<file path="src/design/lct_pkg.sv">
// ----------------------------------------------------------------------------
// lct_pkg: shared types and constants for the LFU cache table
// Entry layout in the slot memory, scan control/result bundles and codes.
// ----------------------------------------------------------------------------
package lct_pkg;

   localparam int MAX_ENTRIES = 16;
   localparam int IDX_W       = (MAX_ENTRIES > 1) ? $clog2(MAX_ENTRIES) : 1;
   localparam int FILL_W      = $clog2(MAX_ENTRIES + 1);
   localparam int CAP_W       = 5;
   localparam int CMP_W       = (FILL_W > CAP_W) ? FILL_W : CAP_W;
   localparam int WORD_W      = 32;

   localparam logic [CAP_W-1:0]  CAP_RESET  = CAP_W'(16);
   localparam logic [WORD_W-1:0] MISS_VALUE = {WORD_W{1'b1}};   // -1
   localparam logic [WORD_W-1:0] SAT_MAX    = {WORD_W{1'b1}};

   typedef enum logic {
      FUNC_GET = 1'b0,
      FUNC_PUT = 1'b1
   } func_type;

   typedef struct packed {
      logic [WORD_W-1:0] key;
      logic [WORD_W-1:0] data;
      logic [WORD_W-1:0] use_count;
      logic [WORD_W-1:0] stamp;
   } entry_type;

   localparam int ENTRY_W = $bits(entry_type);

   typedef struct packed {
      logic             clear;   // start of a new transaction
      logic             load;    // read data valid this cycle
      logic [IDX_W-1:0] idx;     // slot whose data is on the read port
   } scan_ctl_type;

   typedef struct packed {
      logic             hit;
      logic [IDX_W-1:0] hit_idx;
      entry_type        hit_entry;
      logic             vic_found;
      logic [IDX_W-1:0] vic_idx;
      entry_type        vic_entry;
   } scan_res_type;

endpackage

</file>
<file path="src/design/lct_ram.sv">
// ----------------------------------------------------------------------------
// lct_ram: generic simple dual-port RAM
// One write port, one read port, read data registered.
// ----------------------------------------------------------------------------
module lct_ram #(
   parameter int WIDTH = 32,
   parameter int DEPTH = 16
) (
   input  logic                                      clock,
   input  logic                                      wr_en,
   input  logic [((DEPTH > 1) ? $clog2(DEPTH) : 1)-1:0] wr_addr,
   input  logic [WIDTH-1:0]                          wr_data,
   input  logic [((DEPTH > 1) ? $clog2(DEPTH) : 1)-1:0] rd_addr,
   output logic [WIDTH-1:0]                          rd_data
);

   logic [WIDTH-1:0] mem_ff [DEPTH];
   logic [WIDTH-1:0] rd_data_ff;

   always_ff @(posedge clock) begin
      if (wr_en) begin
         mem_ff[wr_addr] <= wr_data;
      end
      rd_data_ff <= mem_ff[rd_addr];
   end

   assign rd_data = rd_data_ff;

endmodule

</file>
<file path="src/design/lct_scan.sv">
// ----------------------------------------------------------------------------
// lct_scan: key match and replacement victim tracker
// Consumes one slot per cycle from the memory read port; keeps the first
// matching slot and the lowest (use count, stamp, slot) valid slot.
// ----------------------------------------------------------------------------
module lct_scan import lct_pkg::*; (
   input  logic              clock,
   input  logic              reset,
   input  scan_ctl_type      scan_ctl,
   input  logic              slot_valid,
   input  entry_type         rd_entry,
   input  logic [WORD_W-1:0] lookup_key,
   output scan_res_type      scan_res
);

   scan_res_type res_ff;
   scan_res_type res_in;
   logic         older;

   // strict compare keeps the lowest slot on a full tie
   assign older = (rd_entry.use_count < res_ff.vic_entry.use_count) ||
                  ((rd_entry.use_count == res_ff.vic_entry.use_count) &&
                   (rd_entry.stamp < res_ff.vic_entry.stamp));

   always_comb begin
      res_in = res_ff;
      if (scan_ctl.clear) begin
         res_in.hit       = 1'b0;
         res_in.vic_found = 1'b0;
      end else if (scan_ctl.load && slot_valid) begin
         if (!res_ff.hit && (rd_entry.key == lookup_key)) begin
            res_in.hit       = 1'b1;
            res_in.hit_idx   = scan_ctl.idx;
            res_in.hit_entry = rd_entry;
         end
         if (!res_ff.vic_found || older) begin
            res_in.vic_found = 1'b1;
            res_in.vic_idx   = scan_ctl.idx;
            res_in.vic_entry = rd_entry;
         end
      end
   end

   always_ff @(posedge clock) begin
      if (reset) begin
         res_ff.hit       <= 1'b0;
         res_ff.vic_found <= 1'b0;
      end else begin
         res_ff <= res_in;
      end
   end

   assign scan_res = res_ff;

endmodule

</file>
<file path="src/design/lct_control.sv">
// ----------------------------------------------------------------------------
// lct_control: transaction sequencer and write-back for the cache table
// Runs the slot scan, then in the write-back state updates the slot memory, valid
// bits, fill level and access clock as the request needs and loads the result register.
// ----------------------------------------------------------------------------
module lct_control import lct_pkg::*; (
   input  logic              clock,
   input  logic              reset,
   // request
   input  logic              req_valid,
   output logic              req_stall,
   input  logic              req_func,
   input  logic [WORD_W-1:0] req_key,
   input  logic [WORD_W-1:0] req_value,
   // capacity register
   input  logic [CAP_W-1:0]  cap,
   // slot memory
   output logic              ram_we,
   output logic [IDX_W-1:0]  ram_waddr,
   output entry_type         ram_wdata,
   output logic [IDX_W-1:0]  ram_raddr,
   // scan unit
   output scan_ctl_type      scan_ctl,
   output logic              scan_valid,
   output logic [WORD_W-1:0] scan_key,
   input  scan_res_type      scan_res,
   // response
   output logic              rsp_valid,
   input  logic              rsp_stall,
   output logic              rsp_hit,
   output logic [WORD_W-1:0] rsp_read_value,
   output logic              rsp_evicted,
   output logic [WORD_W-1:0] rsp_evicted_key
);

   typedef enum logic [1:0] {
      ST_IDLE,
      ST_SCAN,
      ST_DONE
   } state_type;

   state_type                state_ff, state_in;
   logic [FILL_W-1:0]        cnt_ff, cnt_in;
   logic [MAX_ENTRIES-1:0]   valid_ff, valid_in;
   logic [FILL_W-1:0]        fill_ff, fill_in;
   logic [WORD_W-1:0]        clock_ff, clock_in;
   logic                     func_ff, func_in;
   logic [WORD_W-1:0]        key_ff, key_in;
   logic [WORD_W-1:0]        value_ff, value_in;
   logic                     rsp_valid_ff, rsp_valid_in;
   logic                     rsp_hit_ff, rsp_hit_in;
   logic [WORD_W-1:0]        rsp_read_value_ff, rsp_read_value_in;
   logic                     rsp_evicted_ff, rsp_evicted_in;
   logic [WORD_W-1:0]        rsp_evicted_key_ff, rsp_evicted_key_in;

   logic [CMP_W-1:0]         cap_eff;
   logic [WORD_W-1:0]        clock_next;
   logic [WORD_W-1:0]        count_next;
   logic                     need_evict;
   logic [MAX_ENTRIES-1:0]   valid_kept;
   logic                     free_found;
   logic [IDX_W-1:0]         free_idx;

   assign cap_eff = (CMP_W'(cap) > CMP_W'(MAX_ENTRIES)) ? CMP_W'(MAX_ENTRIES) : CMP_W'(cap);
   assign clock_next = (clock_ff == SAT_MAX) ? clock_ff : clock_ff + 1'b1;
   assign count_next = (scan_res.hit_entry.use_count == SAT_MAX) ?
                       scan_res.hit_entry.use_count : scan_res.hit_entry.use_count + 1'b1;
   assign need_evict = (CMP_W'(fill_ff) >= cap_eff) && scan_res.vic_found;

   // valid bits once the victim (if any) is dropped
   always_comb begin
      valid_kept = valid_ff;
      if (need_evict) begin
         valid_kept[scan_res.vic_idx] = 1'b0;
      end
   end

   // lowest free slot
   always_comb begin
      free_found = 1'b0;
      free_idx   = '0;
      for (int i = MAX_ENTRIES - 1; i >= 0; i--) begin
         if (!valid_kept[i]) begin
            free_found = 1'b1;
            free_idx   = IDX_W'(i);
         end
      end
   end

   always_comb begin
      state_in           = state_ff;
      cnt_in             = cnt_ff;
      valid_in           = valid_ff;
      fill_in            = fill_ff;
      clock_in           = clock_ff;
      func_in            = func_ff;
      key_in             = key_ff;
      value_in           = value_ff;
      rsp_valid_in       = rsp_valid_ff;
      rsp_hit_in         = rsp_hit_ff;
      rsp_read_value_in  = rsp_read_value_ff;
      rsp_evicted_in     = rsp_evicted_ff;
      rsp_evicted_key_in = rsp_evicted_key_ff;
      ram_we             = 1'b0;
      ram_waddr          = scan_res.hit_idx;
      ram_wdata          = scan_res.hit_entry;

      if (rsp_valid_ff && !rsp_stall) begin
         rsp_valid_in = 1'b0;
      end

      unique case (state_ff)
         ST_IDLE: begin
            if (req_valid) begin
               func_in  = req_func;
               key_in   = req_key;
               value_in = req_value;
               cnt_in   = '0;
               state_in = ST_SCAN;
            end
         end
         ST_SCAN: begin
            if (cnt_ff == FILL_W'(MAX_ENTRIES)) begin
               state_in = ST_DONE;
            end else begin
               cnt_in = cnt_ff + 1'b1;
            end
         end
         ST_DONE: begin
            if (!rsp_valid_ff || !rsp_stall) begin
               state_in           = ST_IDLE;
               rsp_valid_in       = 1'b1;
               rsp_hit_in         = scan_res.hit;
               rsp_read_value_in  = '0;
               rsp_evicted_in     = 1'b0;
               rsp_evicted_key_in = '0;
               ram_wdata.use_count = count_next;
               ram_wdata.stamp     = clock_ff;
               if (func_ff == FUNC_GET) begin
                  if (scan_res.hit) begin
                     rsp_read_value_in = scan_res.hit_entry.data;
                     ram_we            = 1'b1;
                     clock_in          = clock_next;
                  end else begin
                     rsp_read_value_in = MISS_VALUE;
                  end
               end else if (cap_eff != '0) begin
                  if (scan_res.hit) begin
                     ram_wdata.data = value_ff;
                     ram_we         = 1'b1;
                     clock_in       = clock_next;
                  end else begin
                     rsp_evicted_in     = need_evict;
                     rsp_evicted_key_in = need_evict ? scan_res.vic_entry.key : '0;
                     valid_in           = valid_kept;
                     if (free_found) begin
                        valid_in[free_idx]  = 1'b1;
                        ram_we              = 1'b1;
                        ram_waddr           = free_idx;
                        ram_wdata.key       = key_ff;
                        ram_wdata.data      = value_ff;
                        ram_wdata.use_count = WORD_W'(1);
                        clock_in            = clock_next;
                     end
                     fill_in = fill_ff - FILL_W'(need_evict) + FILL_W'(free_found);
                  end
               end
            end
         end
         default: begin
            state_in = ST_IDLE;
         end
      endcase
   end

   always_ff @(posedge clock) begin
      cnt_ff             <= cnt_in;
      func_ff            <= func_in;
      key_ff             <= key_in;
      value_ff           <= value_in;
      rsp_hit_ff         <= rsp_hit_in;
      rsp_read_value_ff  <= rsp_read_value_in;
      rsp_evicted_ff     <= rsp_evicted_in;
      rsp_evicted_key_ff <= rsp_evicted_key_in;
      if (reset) begin
         state_ff     <= ST_IDLE;
         valid_ff     <= '0;
         fill_ff      <= '0;
         clock_ff     <= '0;
         rsp_valid_ff <= 1'b0;
      end else begin
         state_ff     <= state_in;
         valid_ff     <= valid_in;
         fill_ff      <= fill_in;
         clock_ff     <= clock_in;
         rsp_valid_ff <= rsp_valid_in;
      end
   end

   // scan issue: address cnt goes out, data for cnt-1 comes back
   assign ram_raddr      = cnt_ff[IDX_W-1:0];
   assign scan_ctl.clear = (state_ff == ST_IDLE) && req_valid;
   assign scan_ctl.load  = (state_ff == ST_SCAN) && (cnt_ff != '0);
   assign scan_ctl.idx   = IDX_W'(cnt_ff - 1'b1);
   assign scan_valid     = valid_ff[scan_ctl.idx];
   assign scan_key       = key_ff;

   assign req_stall       = (state_ff != ST_IDLE);
   assign rsp_valid       = rsp_valid_ff;
   assign rsp_hit         = rsp_hit_ff;
   assign rsp_read_value  = rsp_read_value_ff;
   assign rsp_evicted     = rsp_evicted_ff;
   assign rsp_evicted_key = rsp_evicted_key_ff;

endmodule

</file>
<file path="src/design/lfu_cache_table_core.sv">
// Sequence: once a request is accepted, the scan reads every slot through the
// slot memory read port, then a write-back step loads the result register.
// A new transaction is taken only after the previous one returns to idle;
// the single-ported scan of all slots through the memory bounds the rate.
// Reset (synchronous, active high): all slots invalid, fill level and access
// clock zero, capacity 16; slot memory contents are not cleared.
// ----------------------------------------------------------------------------
// lfu_cache_table_core: key/value cache with LFU replacement
// Slot key, data, use count and recency stamp live in one synchronous RAM;
// valid bits, fill level and the access clock live in flip-flops.
// ----------------------------------------------------------------------------
module lfu_cache_table_core import lct_pkg::*; (
   input  logic                     clock,
   input  logic                     reset,
   // capacity register write
   input  logic                     csr_wr_en,
   input  logic [CAP_W-1:0]         csr_wr_data,
   // request channel
   input  logic                     req_valid,
   output logic                     req_stall,
   input  logic                     req_func,
   input  logic signed [WORD_W-1:0] req_lookup_key,
   input  logic signed [WORD_W-1:0] req_store_value,
   // response channel
   output logic                     rsp_valid,
   input  logic                     rsp_stall,
   output logic                     rsp_hit,
   output logic signed [WORD_W-1:0] rsp_read_value,
   output logic                     rsp_evicted,
   output logic signed [WORD_W-1:0] rsp_evicted_key
);

   logic [CAP_W-1:0]  cap_ff;
   logic [CAP_W-1:0]  cap_in;

   logic              ram_we;
   logic [IDX_W-1:0]  ram_waddr;
   entry_type         ram_wdata;
   logic [IDX_W-1:0]  ram_raddr;
   logic [ENTRY_W-1:0] ram_rdata;
   entry_type         rd_entry;

   scan_ctl_type      scan_ctl;
   scan_res_type      scan_res;
   logic              scan_valid;
   logic [WORD_W-1:0] scan_key;

   logic [WORD_W-1:0] read_value_raw;
   logic [WORD_W-1:0] evicted_key_raw;

   // capacity register; the user must write it only between transactions (not enforced)
   assign cap_in = csr_wr_en ? csr_wr_data : cap_ff;

   always_ff @(posedge clock) begin
      if (reset) begin
         cap_ff <= CAP_RESET;
      end else begin
         cap_ff <= cap_in;
      end
   end

   // slot storage: one entry per slot, read once per scan cycle
   lct_ram #(
      .WIDTH (ENTRY_W),
      .DEPTH (MAX_ENTRIES)
   ) u_slot_ram (
      .clock   (clock),
      .wr_en   (ram_we),
      .wr_addr (ram_waddr),
      .wr_data (ram_wdata),
      .rd_addr (ram_raddr),
      .rd_data (ram_rdata)
   );

   assign rd_entry = entry_type'(ram_rdata);

   // key match and LFU/LRU victim tracking over the scan
   lct_scan u_scan (
      .clock      (clock),
      .reset      (reset),
      .scan_ctl   (scan_ctl),
      .slot_valid (scan_valid),
      .rd_entry   (rd_entry),
      .lookup_key (scan_key),
      .scan_res   (scan_res)
   );

   // sequencing, write-back and response register
   lct_control u_control (
      .clock           (clock),
      .reset           (reset),
      .req_valid       (req_valid),
      .req_stall       (req_stall),
      .req_func        (req_func),
      .req_key         (WORD_W'(req_lookup_key)),
      .req_value       (WORD_W'(req_store_value)),
      .cap             (cap_ff),
      .ram_we          (ram_we),
      .ram_waddr       (ram_waddr),
      .ram_wdata       (ram_wdata),
      .ram_raddr       (ram_raddr),
      .scan_ctl        (scan_ctl),
      .scan_valid      (scan_valid),
      .scan_key        (scan_key),
      .scan_res        (scan_res),
      .rsp_valid       (rsp_valid),
      .rsp_stall       (rsp_stall),
      .rsp_hit         (rsp_hit),
      .rsp_read_value  (read_value_raw),
      .rsp_evicted     (rsp_evicted),
      .rsp_evicted_key (evicted_key_raw)
   );

   assign rsp_read_value  = signed'(read_value_raw);
   assign rsp_evicted_key = signed'(evicted_key_raw);

endmodule
</file>
<file path="config.mk">
export PLATFORM = sky130hd
export DESIGN_NAME = lfu_cache_table_core
export DESIGN_NICKNAME = d
export VERILOG_FILES = /design/src/design/lct_pkg.sv /design/src/design/lct_ram.sv /design/src/design/lct_scan.sv /design/src/design/lct_control.sv /design/src/design/lfu_cache_table_core.sv
export SDC_FILE = /design/constraint.sdc
export NUM_CORES = 2
export LEC_CHECK = 0
export ABC_AREA = 0
export BUFFER_PORTS_ARGS = -buffer_cell sky130_fd_sc_hd__buf_2
export CAP_MARGIN = 10
export CORE_AREA = 2 2 409 411
export DETAILED_ROUTE_END_ITERATION = 12
export DIE_AREA = 0 0 411 413
export PLACE_DENSITY = 0.74
export SKIP_LAST_GASP = 1
export SYNTH_ARGS = -nofsm -noshare
export SYNTH_HDL_FRONTEND = slang
export SYNTH_SLANG_ARGS = --single-unit
export TNS_END_PERCENT = 1
</file>
<file path="constraint.sdc">
create_clock -name clock -period 19.6 [get_ports clock]
set_input_delay 0.98 -clock clock [delete_from_list [all_inputs] [get_ports clock]]
set_output_delay 0.98 -clock clock [all_outputs]
set_load 0.05 [all_outputs]
</file>
# ---- Word-level counts from Yosys, hierarchy flattened
# Memory sizes are Yosys's and may differ from the RTL's. A register that Yosys moved wholly into a read port is not among the register bits.
# Cells that the tools add are included.
dict set report word_totals {
  reg_bits 431
  latch_bits 0
  ramBits 2048
  rom_bits 0
  in_bits 75
  output_inout_bits 68
  elab_cells 180
  mem_count 1
}
dict set report classes {
  n_addsub 6
  n_mul 0
  n_div 0
  order_cmp 9
  eq_ne 13
  n_shift 0
  muxes 82
  n_bitwise 9
  reduce_logical 35
}
# name words word_bits rd rd_ports_with_merged_regs wr line_no
set memory_table {}
lappend memory_table {u_slot_ram.mem_ff 16 128 1 1 1 lct_ram.sv:17} ;# logic [WIDTH-1:0] mem_ff [DEPTH];
# cell count
set ops {}
lappend ops {{$mux 32} 11}
lappend ops {{$mux 96} 3}
lappend ops {{$mux 128} 2}
lappend ops {{$mux 4} 22}
lappend ops {{$add 32x1->32 const B} 2}
lappend ops {{$eq 32x32->1} 2}
lappend ops {{$eq 32x32->1 const B} 2}
lappend ops {{$lt 32x32->1} 2}
lappend ops {{$mux 16} 2}
lappend ops {{$mux 1} 31}
lappend ops {{$and 16x16->16} 1}
lappend ops {{$not 16->16} 1}
lappend ops {{$or 16x16->16} 1}
lappend ops {{$lt 4x5->1 const B} 3}
lappend ops {{$mux 5} 3}
lappend ops {{$pmux 5 s2} 1}
lappend ops {{$reduce_and 5->1} 2}
lappend ops {{$reduce_bool 5->1} 2}
lappend ops {{$logic_and 1x1->1} 9}
lappend ops {{$demux 1 s4} 2}
lappend ops {{$ge 4x1->1 const B} 2}
lappend ops {{$reduce_and 2->1} 4}
lappend ops {{$reduce_and 4->1} 2}
lappend ops {{$mux 2} 3}
lappend ops {{other kinds (23)} 39}

# ---- Logic depth before layout (Yosys ltp)
dict set report logic_depth {
  ltp_word 31
  ltp_mapped 18
  ltp_nobuf 18
}

# ---- By module
# Synthesis repeated with hierarchy kept, for this count alone.
dict set report unflattened {
  cells_unflattened 5050
  area_unflattened_um2 99704.4
}
# mod instances cells_per_inst area_each_um2 seq_area_each_um2
set modules_own_cells {}
lappend modules_own_cells {lct_ram 1 3365 79331.1 64061.4}
lappend modules_own_cells {lct_control 1 1129 10264.8 5205.0}
lappend modules_own_cells {lct_scan 1 540 9924.5 7967.6}
lappend modules_own_cells {lfu_cache_table_core 1 16 183.9 100.1}

# ---- Least setup slack after synthesis
# Ideal clock, no wire load.
dict set report synth_timing {
  path_kind {register -> register}
  from {register u_control.cnt_ff[0]}
  to {register u_scan.res_ff, in the netlist u_scan.scan_res[133], enable pin}
  setup_ps 950
  t_arrival_ps 15052
  t_required_ps 18650
  path_slack_ps 3599
  stages_incl_launch_ff 12
  period_less_slack_ps 16001
  path_cell_list {edfxtp_1 > clkbuf_1 > buf_2 > buf_2 > buf_2 > inv_1 > ha_1 > mux4_2 > mux2i_1 > nand2_1 > o211ai_1 > nor4_1}
}
# element line_no
set synth_lines {}
lappend synth_lines {{start: declaration} lct_control.sv:43} ;# logic [FILL_W-1:0] cnt_ff, cnt_in;
lappend synth_lines {{start signal: assignment} lct_control.sv:177} ;# cnt_ff <= cnt_in;
lappend synth_lines {{end signal: assignment} lct_scan.sv:49} ;# res_ff <= res_in;
lappend synth_lines {{end: declaration} lct_scan.sv:16} ;# scan_res_type res_ff;

# ---- Worst setup path in the final report
dict set report layout_timing {
  from {register cap_ff[4]}
  to {memory u_slot_ram.mem_ff[2][104] in the netlist's numbering, enable pin}
}
dict set report layout_between {
  elab_chain_len 29
}
# element line_no
set layout_rtl {}
lappend layout_rtl {{start: declaration} lfu_cache_table_core.sv:33} ;# logic [CAP_W-1:0] cap_ff;
lappend layout_rtl {{start signal: assignment} lfu_cache_table_core.sv:58} ;# cap_ff <= cap_in;
lappend layout_rtl {{$gt 5x5->1} lct_control.sv:64} ;# assign cap_eff = (CMP_W'(cap) > CMP_W'(MAX_ENTRIES)) ? CMP_W'(MAX_ENTRIES) : CMP_W'(cap);
lappend layout_rtl {{$mux 5 *} lct_control.sv:64}
lappend layout_rtl {{$ge 5x5->1} lct_control.sv:68} ;# assign need_evict = (CMP_W'(fill_ff) >= cap_eff) && scan_res.vic_found;
lappend layout_rtl {{$logic_and 1x1->1} lct_control.sv:68}
lappend layout_rtl {{$mux 16} lct_control.sv:73} ;# if (need_evict) begin
lappend layout_rtl {{$mux 1 (16 in series)} lct_control.sv:83} ;# if (!valid_kept[i]) begin
lappend layout_rtl {{$mux 1} lct_control.sv:156} ;# if (free_found) begin
lappend layout_rtl {{$mux 1} lct_control.sv:148} ;# if (scan_res.hit) begin
lappend layout_rtl {{$mux 1} lct_control.sv:147} ;# end else if (cap_eff != '0) begin
lappend layout_rtl {{$mux 1} lct_control.sv:139} ;# if (func_ff == FUNC_GET) begin
lappend layout_rtl {{$mux 1} lct_control.sv:130} ;# if (!rsp_valid_ff || !rsp_stall) begin
lappend layout_rtl {{$mux 1} lct_control.sv:112} ;# unique case (state_ff)
lappend layout_rtl {{$mux 1} lct_ram.sv:21} ;# if (wr_en) begin
lappend layout_rtl {{$mux 1 (implied by the code)} lct_ram.sv:22} ;# mem_ff[wr_addr] <= wr_data;
lappend layout_rtl {{end: declaration} lct_ram.sv:17}
# Every way passes the cells marked *; elsewhere a longest branch is shown, timed or not.

==> reports/metrics.cfg <==
[status]
status = completed

[cts]
insertion_delay_ns = 0.90
path_clk_slew_ns = 0.06
cts_tree = yes
clock-root-buffer = clkbuf_16
cts-resized-gates = 0
cts_buffers = 241
cts_hold_buf = 0
cts_htree_levels = 4
post-cts-setup-buffer-count = 0
cts.path.max_buffers = 3
cts.sinks = 2607

[place]
post-place-cells = 6811
place.gp.congestion = 0.848
place_area_mm2 = 0.102
place_hpwl_um = 107000
portBuffers = 142

[floorplan]
die_h_um = 413
die_x_um = 411
coreArea_mm2 = 0.166
start_util = 0.595
rows = 150
io_pins = 143
dieArea_mm2 = 0.170

[final_layout]
final_cells = 7269
syn2layout_area_growth_pct = 11.8
drive_gt1_frac = 0.256
fin_area_mm2 = 0.110
fill_cells = 10253
post-route-util = 0.665
num-nets-final = 5004

[timing]
fmax_ghz = 0.147
slew_headroom = 0.223
finalCriticalPeriod_ns = 6.78
clock_skew_ns = 0.0533
final_max_slew_viol_count = 0
finalHoldViolCount = 0
final.setup.tns_ns = 0
rsz0062_at_grt = no
setup_viol = 0
worst_pin_slew_ns = 1.17
timing.final.crit_share = 0.346

[critical_path]
cp_cell_sequence = inv_1, nand2_1, ha_1, a21oi_1, o21ai_4, a211oi_1, and3_1, nand3_4, nand2_2, buf_4, a32oi_1, nor2_4, buf_4, buf_4
crit_buf_inv = 4
crit_top_cell = buf_4
critPathKind = flop to flop
slowest_delay_ns = 0.98
path_max_fanout = 56
cp_top_family = buffers and inverters
slowest_stage = buf_4
start_kind = flop
crit_required_ns = 20.09
cp_data_arrival_time_ns = 7.27
cp-end-kind = flop

[pwr]
p_seq_frac = 0.529
switchingPower_mw = 2.55
vdd_ir_drop_max_uv = 111
p_leak_nw = 35.6
combPwrFrac = 0.071
clock_power_share = 0.400
powerDensity_mw_per_mm2 = 107
intPower_mw = 9.25
swShare = 0.216

[logic_synthesis]
yosys.area.top_type = edfxtp_1
yosysSeqAreaShare = 0.774
syn_area_per_cell_um2 = 21.5
synth_cells = 4594
async_reset_ff_frac = 0
synthesis.area_mm2 = 0.0987
synth_area_leaders = edfxtp_1 73%, mux4_2 15%, dfxtp_1 3.9%
synth_seq_cells = 2607
synth-edff-count = 2416
synth_cell_types = 74
synth_warnings = 0
synth_commonest_cells = 2416 x edfxtp_1, 644 x mux4_2, 264 x nand2_1
syn_nets = 4748
synth_ff_type = edfxtp_1
yosysMostFrequentCell = edfxtp_1
synth_top_cell_area_share = 0.735

[global_routing]
antenna_found_initial = 5
grt_use_total = 0.260
grt-ovfl-total = 0
grt_max_degree = 156
grt_pass1_wl_um = 320000
grt_pass1_vias = 47638

[routing]
dr_wl_met2_um = 105000
postRouteWirelength_um = 217000
drt-met1-wl_um = 88600
drt_iter0_drc = 6482
drc = 0
viasPerCell = 6.48
drtPass1Iterations = 6
detail-route-antenna-nets = 0
routed.top_layer = met4
wl_per_cell_um = 29.9
vias = 47119
wl_met3_um = 18400

[worst_hold_path]
hold_class = input port to flop

[run]
maxCapViolations = 0

[state kept, by name (all words and copies together), names as in the netlist, 5 cells and up]
signal / count
u_slot_ram.rd_data: 128
u_scan.scan_res: 234
u_control.value_ff: 32
cap_ff: 5
u_control.clock_ff: 32
u_control.valid_ff: 16
u_control.rsp_read_value: 32
u_control.rsp_evicted_key: 32
u_control.scan_key: 32
u_slot_ram.mem_ff: 2048
u_control.fill_ff: 5
u_control.cnt_ff: 5
[layout by cell type, fill, tap and decap left out, types with 7 or more instances in the layout]
cell type   Yosys  layout
edfxtp_1     2416    2416
mux4_2        644     644
nand2_1       264     263
clkbuf_16       0     243
dfxtp_1       191     190
buf_2          21     142
inv_1         122     122
nor2_1        110     100
a21oi_1        81      78
xor2_1         78      78
ha_1           78      78
clkbuf_1      149      63
buf_4           0      47
o21ai_0        44      44
and2_1         40      40
nand3_1        38      38
clkinv_2        0      38
clkinv_1        1      36
nand4_1        30      30
mux2_4         30      30
clkbuf_8        0      29
a21o_1         23      23
bufinv_16       0      22
buf_12          0      19
and3_1         19      18
xnor2_1        15      15
nor2b_1        17      14
nor4_1         15      14
nor3_1         11      11
or3_1          12      11
nand2b_1       11      10
nor2_4          0      10
a31oi_1        11       9
o311ai_0        8       8
o211ai_1        7       7
mux2i_1         7       7
clkinvlp_4      0       7
inv_6           0       7
[cell families after synthesis]
family	Yosys count	synth area share
AO/OA/AOI/OAI	217	0.0140
multiplexers	685	0.153
flip-flops	2607	0.774
adder cells (fa/ha/maj)	79	0.0101
buffers and inverters	318	0.0130
AND/OR/NAND/NOR	595	0.0285
XOR/XNOR	93	0.00825
[power by group through the flow]
stage	Clock, mW	Combinational, mW	Sequential [mW]
2_1_floorplan	0	0.624	6.30
3_3_place_gp	0	0.832	6.35
3_5_place_dp	0	0.836	6.35
4_1_cts	4.77	0.849	6.24
5_1_grt	4.97	0.897	6.24
6_report	4.71	0.839	6.24
[through the flow]
| stage | hold WS [ns] | setup slack [ns] | total power, mW |
|---|---|---|---|
| 6_report | 0.253 | 12.82 | 11.8 |
| 5_1_grt | 0.220 | 12.54 | 12.1 |
| 4_1_cts | 0.199 | 12.86 | 11.9 |
| 3_5_place_dp | 0.390 | 12.94 | 7.19 |
| 3_3_place_gp | 0.387 | 13.04 | 7.18 |
| 2_1_floorplan | 0.386 | 3.60 | 6.92 |
[final timing paths]
path / start / endpoint / slack (ns) / cells past startpoint
worst max-delay path: cap_ff[4] / u_slot_ram.mem_ff[2][104] / 12.82 / 14
worst min-delay path: req_lookup_key[2] / u_control.scan_key[2] / 0.25 / 1
worst max register to register: cap_ff[4] / u_slot_ram.mem_ff[2][104] / 12.82 / 14
worst min register to register: u_slot_ram.rd_data[91] / u_scan.scan_res[224] / 0.41 / 0
[final cells by class]
| type | instances | area [um2] | share of cell area |
|---|---|---|---|
| Antenna cell | 1 | 2.50 | 0.0000227 |
| Clock buffer | 335 | 6720 | 0.0609 |
| Clock inverter | 122 | 1340 | 0.0121 |
| Inverter | 123 | 464 | 0.00421 |
| Multi-Input combinational cell | 1669 | 21300 | 0.193 |
| Sequential cell | 2607 | 76400 | 0.692 |
| Tap cell | 2204 | 2760 | 0.0250 |
| Timing Repair Buffer | 208 | 1440 | 0.0131 |
[layer usage]
layer	vias to the layer above	GRT usage
met1	24951	0.388
met2	2523	0.407
li1	19311	-
met3	334	0.0396
met5	-	0
met4	0	0.0727
[worst reg2reg max path: stages (launching register included)]
cell and delay [ns]:
dfxtp_1 0.33, inv_1 0.14, nand2_1 0.08, ha_1 0.29
a21oi_1 0.29, o21ai_4 0.15, a211oi_1 0.40, and3_1 0.46
nand3_4 0.17, nand2_2 0.08, buf_4 0.51, a32oi_1 0.50
nor2_4 0.92, buf_4 0.95, buf_4 1.05
Power figures use the tool's default switching activity.
